`src/bvle_pkg.sv`:
```
// ----------------------------------------------------------------------------
// bvle_pkg
// Types, codes and sizes shared by the bounded value list engine.
// ----------------------------------------------------------------------------
package bvle_pkg;

  localparam int MAX_ENTRIES_DEF = 16;
  localparam int VAL_W           = 32;

  // Command codes
  localparam logic [2:0] KIND_INSERT = 3'd0;
  localparam logic [2:0] KIND_REMOVE = 3'd1;
  localparam logic [2:0] KIND_SWAP   = 3'd2;
  localparam logic [2:0] KIND_READ   = 3'd3;
  localparam logic [2:0] KIND_CLEAR  = 3'd4;

  // Result status codes
  localparam logic [1:0] STAT_OK        = 2'd0;
  localparam logic [1:0] STAT_EMPTY     = 2'd1;
  localparam logic [1:0] STAT_NOT_FOUND = 2'd2;
  localparam logic [1:0] STAT_FULL      = 2'd3;

  typedef struct packed {
    logic [2:0]              kind;
    logic signed [VAL_W-1:0] value_a;
    logic signed [VAL_W-1:0] value_b;
  } in_item_t;

  typedef struct packed {
    logic [1:0]              status;
    logic signed [VAL_W-1:0] entry_value;
    logic                    last;
  } out_item_t;

  typedef enum logic [2:0] {
    S_IDLE,
    S_REMOVE,
    S_SWAP_FIND,
    S_SWAP_WRITE,
    S_READ,
    S_REPLY
  } state_t;

  // Per-cycle operation broadcast along the chain
  typedef enum logic [1:0] {
    CELL_HOLD,
    CELL_PUSH,
    CELL_ROT,
    CELL_DROP
  } cell_op_t;

  typedef struct packed {
    cell_op_t                op;
    logic signed [VAL_W-1:0] fill_value;
  } chain_ctl_t;

endpackage

```
`src/bvle_cell.sv`:
```
// ----------------------------------------------------------------------------
// bvle_cell
// One list position: holds an entry and trades it with its neighbors.
// ----------------------------------------------------------------------------
module bvle_cell #(
  parameter int INDEX = 0,
  parameter int CNT_W = 5
) (
  input  logic                             clk,
  input  bvle_pkg::chain_ctl_t             ctl,
  input  logic [CNT_W-1:0]                 len,
  input  logic signed [bvle_pkg::VAL_W-1:0] left_val,
  input  logic signed [bvle_pkg::VAL_W-1:0] right_val,
  output logic signed [bvle_pkg::VAL_W-1:0] val
);

  localparam logic [CNT_W-1:0] IDX_P1 = CNT_W'(INDEX + 1);

  logic signed [bvle_pkg::VAL_W-1:0] val_r;
  logic signed [bvle_pkg::VAL_W-1:0] val_nxt;
  logic                              take_right;
  logic                              at_tail;

  assign take_right = (IDX_P1 < len);
  assign at_tail    = (IDX_P1 == len);

  // Pick the next entry from the neighbors or the broadcast fill value
  always_comb begin
    val_nxt = val_r;
    case (ctl.op)
      bvle_pkg::CELL_PUSH: begin
        val_nxt = (INDEX == 0) ? ctl.fill_value : left_val;
      end
      bvle_pkg::CELL_ROT: begin
        if (take_right) begin
          val_nxt = right_val;
        end else if (at_tail) begin
          val_nxt = ctl.fill_value;
        end
      end
      bvle_pkg::CELL_DROP: begin
        if (take_right) begin
          val_nxt = right_val;
        end
      end
      default: begin
        val_nxt = val_r;
      end
    endcase
  end

  always_ff @(posedge clk) begin
    val_r <= val_nxt;
  end

  assign val = val_r;

endmodule

```
`src/bvle_ctrl.sv`:
```
// ----------------------------------------------------------------------------
// bvle_ctrl
// Command sequencer: accepts commands, steers the cell chain one head
// examination per cycle unless a read-out stalls, and drives the result register.
// ----------------------------------------------------------------------------
module bvle_ctrl #(
  parameter int MAX_ENTRIES = bvle_pkg::MAX_ENTRIES_DEF,
  parameter int CNT_W       = $clog2(MAX_ENTRIES + 1)
) (
  input  logic                              clk,
  input  logic                              rst_n,
  input  logic                              in_valid,
  output logic                              in_ready,
  input  bvle_pkg::in_item_t                in_data,
  output logic                              out_valid,
  input  logic                              out_ready,
  output bvle_pkg::out_item_t               out_data,
  input  logic signed [bvle_pkg::VAL_W-1:0] head_val,
  output bvle_pkg::chain_ctl_t              chain_ctl,
  output logic [CNT_W-1:0]                  len
);

  localparam logic [CNT_W-1:0] MAX_CNT = CNT_W'(MAX_ENTRIES);
  localparam logic [CNT_W-1:0] ONE     = CNT_W'(1);

  bvle_pkg::state_t state_r, state_nxt;

  logic [CNT_W-1:0]                  count_r, count_nxt;
  logic [CNT_W-1:0]                  total_r, total_nxt;
  logic [CNT_W-1:0]                  step_r, step_nxt;
  logic [CNT_W-1:0]                  ia_r, ia_nxt;
  logic [CNT_W-1:0]                  ib_r, ib_nxt;
  logic signed [bvle_pkg::VAL_W-1:0] a_r, a_nxt;
  logic signed [bvle_pkg::VAL_W-1:0] b_r, b_nxt;
  logic [1:0]                        status_r, status_nxt;
  logic                              found_r, found_nxt;
  logic                              fa_r, fa_nxt;
  logic                              fb_r, fb_nxt;
  logic                              out_valid_r, out_valid_nxt;
  bvle_pkg::out_item_t               out_data_r, out_data_nxt;

  logic in_fire;
  logic out_free;
  logic last_step;
  logic hit_a;
  logic hit_b;

  assign in_ready  = (state_r == bvle_pkg::S_IDLE);
  assign in_fire   = in_valid && in_ready;
  assign out_free  = !out_valid_r || out_ready;
  assign last_step = (step_r == total_r - ONE);
  assign hit_a     = (head_val == a_r);
  assign hit_b     = (head_val == b_r);

  // Next state
  always_comb begin
    state_nxt = state_r;
    unique case (state_r)
      bvle_pkg::S_IDLE: begin
        if (in_fire) begin
          case (in_data.kind)
            bvle_pkg::KIND_REMOVE: begin
              state_nxt = (count_r == '0) ? bvle_pkg::S_REPLY : bvle_pkg::S_REMOVE;
            end
            bvle_pkg::KIND_SWAP: begin
              state_nxt = (count_r == '0) ? bvle_pkg::S_REPLY : bvle_pkg::S_SWAP_FIND;
            end
            bvle_pkg::KIND_READ: begin
              state_nxt = (count_r == '0) ? bvle_pkg::S_REPLY : bvle_pkg::S_READ;
            end
            default: begin
              state_nxt = bvle_pkg::S_REPLY;
            end
          endcase
        end
      end
      bvle_pkg::S_REMOVE: begin
        if (last_step) begin
          state_nxt = bvle_pkg::S_REPLY;
        end
      end
      bvle_pkg::S_SWAP_FIND: begin
        if (last_step) begin
          if ((fa_r || hit_a) && (fb_r || (!hit_a && hit_b))) begin
            state_nxt = bvle_pkg::S_SWAP_WRITE;
          end else begin
            state_nxt = bvle_pkg::S_REPLY;
          end
        end
      end
      bvle_pkg::S_SWAP_WRITE: begin
        if (last_step) begin
          state_nxt = bvle_pkg::S_REPLY;
        end
      end
      bvle_pkg::S_READ: begin
        if (out_free && last_step) begin
          state_nxt = bvle_pkg::S_IDLE;
        end
      end
      bvle_pkg::S_REPLY: begin
        if (out_free) begin
          state_nxt = bvle_pkg::S_IDLE;
        end
      end
      default: begin
        state_nxt = bvle_pkg::S_IDLE;
      end
    endcase
  end

  // Datapath, chain steering and result register
  always_comb begin
    count_nxt            = count_r;
    total_nxt            = total_r;
    step_nxt             = step_r;
    ia_nxt               = ia_r;
    ib_nxt               = ib_r;
    a_nxt                = a_r;
    b_nxt                = b_r;
    status_nxt           = status_r;
    found_nxt            = found_r;
    fa_nxt               = fa_r;
    fb_nxt               = fb_r;
    out_valid_nxt        = out_valid_r && !out_ready;
    out_data_nxt         = out_data_r;
    chain_ctl.op         = bvle_pkg::CELL_HOLD;
    chain_ctl.fill_value = head_val;

    unique case (state_r)
      bvle_pkg::S_IDLE: begin
        if (in_fire) begin
          a_nxt      = in_data.value_a;
          b_nxt      = in_data.value_b;
          step_nxt   = '0;
          total_nxt  = count_r;
          found_nxt  = 1'b0;
          fa_nxt     = 1'b0;
          fb_nxt     = 1'b0;
          status_nxt = bvle_pkg::STAT_OK;
          case (in_data.kind)
            bvle_pkg::KIND_INSERT: begin
              if (count_r < MAX_CNT) begin
                chain_ctl.op         = bvle_pkg::CELL_PUSH;
                chain_ctl.fill_value = in_data.value_a;
                count_nxt            = count_r + ONE;
              end else begin
                status_nxt = bvle_pkg::STAT_FULL;
              end
            end
            bvle_pkg::KIND_REMOVE: begin
              status_nxt = (count_r == '0) ? bvle_pkg::STAT_EMPTY : bvle_pkg::STAT_NOT_FOUND;
            end
            bvle_pkg::KIND_SWAP: begin
              status_nxt = bvle_pkg::STAT_NOT_FOUND;
            end
            bvle_pkg::KIND_READ: begin
              status_nxt = (count_r == '0) ? bvle_pkg::STAT_EMPTY : bvle_pkg::STAT_OK;
            end
            bvle_pkg::KIND_CLEAR: begin
              count_nxt = '0;
            end
            default: begin
              status_nxt = bvle_pkg::STAT_OK;
            end
          endcase
        end
      end
      bvle_pkg::S_REMOVE: begin
        // Drop the first match at the head, recycle everything else
        if (hit_a && !found_r) begin
          chain_ctl.op = bvle_pkg::CELL_DROP;
          count_nxt    = count_r - ONE;
          found_nxt    = 1'b1;
          status_nxt   = bvle_pkg::STAT_OK;
        end else begin
          chain_ctl.op = bvle_pkg::CELL_ROT;
        end
        step_nxt = step_r + ONE;
      end
      bvle_pkg::S_SWAP_FIND: begin
        // Full rotation; remember the last position of each value
        chain_ctl.op = bvle_pkg::CELL_ROT;
        if (hit_a) begin
          fa_nxt = 1'b1;
          ia_nxt = step_r;
        end else if (hit_b) begin
          fb_nxt = 1'b1;
          ib_nxt = step_r;
        end
        step_nxt = last_step ? '0 : step_r + ONE;
      end
      bvle_pkg::S_SWAP_WRITE: begin
        // Second rotation writes the exchanged values back at the tail
        chain_ctl.op = bvle_pkg::CELL_ROT;
        if (step_r == ia_r) begin
          chain_ctl.fill_value = b_r;
        end else if (step_r == ib_r) begin
          chain_ctl.fill_value = a_r;
        end
        if (last_step) begin
          status_nxt = bvle_pkg::STAT_OK;
        end
        step_nxt = step_r + ONE;
      end
      bvle_pkg::S_READ: begin
        // Hand out the head and rotate once per transfer
        if (out_free) begin
          chain_ctl.op             = bvle_pkg::CELL_ROT;
          out_valid_nxt            = 1'b1;
          out_data_nxt.status      = bvle_pkg::STAT_OK;
          out_data_nxt.entry_value = head_val;
          out_data_nxt.last        = last_step;
          step_nxt                 = step_r + ONE;
        end
      end
      bvle_pkg::S_REPLY: begin
        if (out_free) begin
          out_valid_nxt            = 1'b1;
          out_data_nxt.status      = status_r;
          out_data_nxt.entry_value = '0;
          out_data_nxt.last        = 1'b1;
        end
      end
      default: begin
        chain_ctl.op = bvle_pkg::CELL_HOLD;
      end
    endcase
  end

  // Control registers
  always_ff @(posedge clk) begin
    if (!rst_n) begin
      state_r     <= bvle_pkg::S_IDLE;
      count_r     <= '0;
      out_valid_r <= 1'b0;
      found_r     <= 1'b0;
      fa_r        <= 1'b0;
      fb_r        <= 1'b0;
    end else begin
      state_r     <= state_nxt;
      count_r     <= count_nxt;
      out_valid_r <= out_valid_nxt;
      found_r     <= found_nxt;
      fa_r        <= fa_nxt;
      fb_r        <= fb_nxt;
    end
  end

  // Command and result payload
  always_ff @(posedge clk) begin
    total_r    <= total_nxt;
    step_r     <= step_nxt;
    ia_r       <= ia_nxt;
    ib_r       <= ib_nxt;
    a_r        <= a_nxt;
    b_r        <= b_nxt;
    status_r   <= status_nxt;
    out_data_r <= out_data_nxt;
  end

  assign out_valid = out_valid_r;
  assign out_data  = out_data_r;
  assign len       = count_r;

endmodule

```
`src/bounded_value_list_engine.sv`:
```
// ----------------------------------------------------------------------------
// bounded_value_list_engine
// Bounded list of signed 32-bit values, newest first, held in a cell chain.
// ----------------------------------------------------------------------------
// The list lives in a row of MAX_ENTRIES cells, cell 0 holding the front, and
// the controller looks only at the head cell: every walk over the list
// rotates the chain by one position per cycle. Insert, clear and unknown
// commands need no walk, remove walks the list once, swap walks it twice
// when both values are present (once otherwise), and read-out gives one entry
// per cycle, pausing while the result side stalls. One command is in flight
// at a time; in_ready is high only while the controller is idle.
module bounded_value_list_engine #(
  parameter int MAX_ENTRIES = bvle_pkg::MAX_ENTRIES_DEF
) (
  input  logic                clk,
  input  logic                rst_n,
  input  logic                in_valid,
  output logic                in_ready,
  input  bvle_pkg::in_item_t  in_data,
  output logic                out_valid,
  input  logic                out_ready,
  output bvle_pkg::out_item_t out_data
);

  localparam int CNT_W = $clog2(MAX_ENTRIES + 1);

  bvle_pkg::chain_ctl_t              chain_ctl;
  logic [CNT_W-1:0]                  len;
  logic signed [bvle_pkg::VAL_W-1:0] cell_val [MAX_ENTRIES];

  bvle_ctrl #(
    .MAX_ENTRIES (MAX_ENTRIES),
    .CNT_W       (CNT_W)
  ) u_ctrl (
    .clk       (clk),
    .rst_n     (rst_n),
    .in_valid  (in_valid),
    .in_ready  (in_ready),
    .in_data   (in_data),
    .out_valid (out_valid),
    .out_ready (out_ready),
    .out_data  (out_data),
    .head_val  (cell_val[0]),
    .chain_ctl (chain_ctl),
    .len       (len)
  );

  // Build the chain; the ends see zero past the edge
  for (genvar g = 0; g < MAX_ENTRIES; g++) begin : g_cell
    logic signed [bvle_pkg::VAL_W-1:0] left_val;
    logic signed [bvle_pkg::VAL_W-1:0] right_val;

    if (g == 0) begin : g_first
      assign left_val = '0;
    end else begin : g_mid_l
      assign left_val = cell_val[g-1];
    end

    if (g == MAX_ENTRIES - 1) begin : g_end
      assign right_val = '0;
    end else begin : g_mid_r
      assign right_val = cell_val[g+1];
    end

    bvle_cell #(
      .INDEX (g),
      .CNT_W (CNT_W)
    ) u_cell (
      .clk       (clk),
      .ctl       (chain_ctl),
      .len       (len),
      .left_val  (left_val),
      .right_val (right_val),
      .val       (cell_val[g])
    );
  end

endmodule

```
`config.mk`:
```
export PLATFORM = sky130hd
export DESIGN_NAME = bounded_value_list_engine
export DESIGN_NICKNAME = d
export VERILOG_FILES = /design/src/bvle_pkg.sv /design/src/bvle_cell.sv /design/src/bvle_ctrl.sv /design/src/bounded_value_list_engine.sv
export SDC_FILE = /design/constraint.sdc
export NUM_CORES = 1
export LEC_CHECK = 0
export BUFFER_PORTS_ARGS = -buffer_cell sky130_fd_sc_hd__buf_2
export CORE_UTILIZATION = 45
export CTS_CLUSTER_DIAMETER = 200
export CTS_CLUSTER_SIZE = 10
export DETAILED_ROUTE_END_ITERATION = 6
export PLACE_DENSITY_LB_ADDON = 0.2
export SLEW_MARGIN = 0
export SYNTH_ARGS = -nofsm -noshare
export SYNTH_HDL_FRONTEND = slang
export SYNTH_SLANG_ARGS = --single-unit
```
`constraint.sdc`:
```
create_clock -name clk -period 8.2 [get_ports clk]
set_input_delay 1.23 -clock clk [delete_from_list [all_inputs] [get_ports clk]]
set_output_delay 1.23 -clock clk [all_outputs]
set_load 0.02 [all_outputs]
```
==> results.json <==
{
  "status": "finished with violations",
  "violations": "DRC",
  "place_inst": 3287,
  "drv_cap": 0,
  "fin_cells": 3380,
  "fmax_mhz": 223,
  "worstReg2RegEnd": "g_cell[7].u_cell.val[27]$_DFFE_PP_",
  "setup_slack_ps": 3710,
  "hp-class": "reg2reg",
  "path_clk_slew_ps": 60,
  "relSlewSlack_pct": 8.11,
  "core_area_mm2": 0.0661,
  "critical_path_arrival_ps": 4910,
  "setup.worst_path.class": "in2reg",
  "ys_warn_count": 0,
  "detail-route-antenna-nets": 0,
  "slew_violations": 0,
  "drc": 17,
  "die_h_um": 261,
  "antenna_cells": 0,
  "ios": 108,
  "drive_above_1_share_pct": 11.5,
  "synth_cells": 2510,
  "slowest_delay_ps": 830,
  "ys_async_sr_fraction_pct": 0,
  "cts_resized": 0,
  "leakage_nw": 10.4,
  "crit_path_start_kind": "input pin",
  "setup_violations": 0,
  "routed_wl_mm": 79.9,
  "cts_tree": "done",
  "syn2layout_area_growth_pct": 10.3,
  "critical_path_buf_inv_count": 3,
  "worstSetupStartpoint": "out_ready",
  "cp_top_family": "buffers and inverters",
  "dieArea_mm2": 0.0682,
  "rsz0062_at_grt": "false",
  "cp_num_cells": 8,
  "fin_crit_ps": 4490,
  "powerDensity_mw_per_mm2": 429,
  "worst_hold_slack_ps": 477,
  "portBuffers": 107,
  "dr.pass1.iters": 7,
  "hp-start": "u_ctrl.fa_r$_SDFFE_PN0P_",
  "avgSynthCellArea_um2": 12.0,
  "end_kind": "flip-flop",
  "synth-seq-cells": 645,
  "r2r_start": "u_ctrl.state_r[2]$_SDFFE_PN0P_",
  "place_congestion": 0.871,
  "cts_setup_buffers": 0,
  "ys_types": 57,
  "overflow": 0,
  "fin_tns_setup_ps": 0,
  "r2r_cells": 8,
  "finalClockSkew_ps": 20.2,
  "clkSinkCount": 645,
  "yosys_most_used_dff": "edfxtp_1",
  "die_w_um": 261,
  "crit_top_cell": "buf_12",
  "num-fill-cells": 5652,
  "wl_per_cell_um": 23.6,
  "cts_buffers": 74,
  "hold_viol": 0,
  "period_share_pct": 54.7,
  "slowest_stage": "a21o_4",
  "ctsHtreeMaxLevel": 3,
  "worst_pin_slew_ps": 1370,
  "dpl_worst_slack_ps": 3200,
  "globalRouteTotalUtil_pct": 23.0,
  "synth_fp_nets": 2588,
  "cts_root_buf": "clkbuf_16",
  "start_util_pct": 45.7,
  "nets": 2577,
  "grt_max_degree": 219,
  "crit_fanout": 218,
  "synth_top_area_cell": "edfxtp_1",
  "clk_path_buf_depth": 3,
  "worst_ir_drop_vdd_v": 0.000380,
  "grt_pass1_vias": 19800,
  "final_util_pct": 50.4,
  "rows": 94,
  "endpoint": "g_cell[7].u_cell.val[27]$_DFFE_PP_",
  "dpl.hpwl_mm": 51.9,
  "synthTopCellsByArea": "edfxtp_1, a22oi_1, o21ai_1",
  "drtIter0Drc": 2579,
  "synth_area_mm2": 0.0302,
  "grt_pass1_wl_mm": 121,
  "r2r_setup_slack_ps": 3810,
  "synth_edf_count": 633,
  "clk_latency_ps": 610,
  "cp.required_ps": 8620,
  "ys_seq_area_share_pct": 63.7,
  "crit_chain": "buf_2 > nor2b_1 > or3_1 > a21o_4 > buf_12 > buf_12 > a22oi_1 > o21ai_1",
  "vias_per_cell": 6.28,
  "synth_top_cell_area_share_pct": 62.9,
  "vias": 21200,
  "antenna_found_initial": 0,
  "cts_hold_buf": 0
}
## routing by layer
metal	up-vias	wire length (um)	GRT usage [%]
met5	-	0	0
met4	0	1910	7.48
met3	119	5930	3.37
met2	974	37200	36.6
met1	10300	34800	32.4
li1	9811	-	-
## stage by stage
step           instance area, um^2  power, W
5_1_grt                      33300    0.0151
3_5_place_dp                 31300    0.0114
6_report                     33300    0.0143
3_3_place_gp                 31300    0.0111
4_1_cts                      33300    0.0143
2_1_floorplan                30200   0.00982
## where the power goes
part	internal (W)	switching (W)	leakage, nW
combinational	0.00181	0.00383	3.54
sequential	0.00517	0.000562	5.91
clock	0.00166	0.00125	0.979
## placed cells by master (no fill, tap or decap), drive strengths merged, types with 7 or more instances in the layout
cell,instances
nor2b,15
clkbuf,87
a211oi,18
a22oi,447
xor2,70
nor2,51
o21ai,578
a31oi,29
nand3,9
nor4,18
a21oi,70
o22a,12
edfxtp,633
dfxtp,12
ha,7
mux2i,13
nand2,167
and3,7
nor3,9
buf,146
xnor2,14
and2,36
inv,17
## registers in the layout, summed over array words and instances (netlist names)
signal,cells
g_cell.u_cell.val,512
u_ctrl.a_r,32
u_ctrl.b_r,32
u_ctrl.fa_r,1
u_ctrl.fb_r,1
u_ctrl.found_r,1
u_ctrl.ia_r,5
u_ctrl.ib_r,5
u_ctrl.len,5
u_ctrl.out_data,35
u_ctrl.out_valid,1
u_ctrl.state_r,3
u_ctrl.status_r,2
u_ctrl.step_r,5
u_ctrl.total_r,5
## synth_stat cells (6+ instances only)
cell type  number
nor2b_1        15
edfxtp_1      633
nor3_1          9
clkbuf_1      133
mux2i_1        13
buf_1           6
dfxtp_1        12
xor2_1         70
nor4_1         17
a21oi_1        51
nand2_1       167
o21ai_0       214
ha_1            7
nor2_1         51
o22a_1         12
inv_1          14
xnor2_1        14
nand3_1         9
buf_4          20
buf_2          69
a211oi_1       18
a31oi_1        29
o21ai_1       356
and3_1          7
a21oi_2        19
o21ai_2         8
and2_1         36
or3_1           6
a22oi_1       447
## final cells by class
type / instances / area [um^2] / area share (%)
Tap cell: 864 / 1080 / 3.24
Timing Repair Buffer: 146 / 853 / 2.56
Multi-Input combinational cell: 1617 / 10100 / 30.2
Sequential cell: 645 / 19200 / 57.8
Clock buffer: 87 / 1940 / 5.83
Clock inverter: 6 / 73.8 / 0.222
Inverter: 15 / 56.3 / 0.169
## cell families after synthesis
group	after synthesis	synth area share, %
DFF	645	63.7
adders and majority gates	7	0.290
AOI/OAI and AO/OA	1179	24.3
and+or+nand+nor	334	5.13
xor gates and xnor gates	84	2.44
muxes	13	0.431
buffers and inverters	248	3.74
## worst min path at each step
stage,end,slack (ps),cells past startpoint
3_3_place_gp,u_ctrl.fa_r$_SDFFE_PN0P_,460,2
6_report,u_ctrl.fa_r$_SDFFE_PN0P_,480,2
3_5_place_dp,u_ctrl.fa_r$_SDFFE_PN0P_,470,2
5_1_grt,u_ctrl.found_r$_SDFFE_PN0P_,510,2
2_1_floorplan,u_ctrl.total_r[2]$_DFFE_PP_,410,0
4_1_cts,u_ctrl.fa_r$_SDFFE_PN0P_,480,2
## tightest hold or removal path, stage by stage (launching register included)
cell	delay, ps
dfxtp_1	320
nand2_1	60
a21oi_1	50
Power figures use the tool's default switching activity.
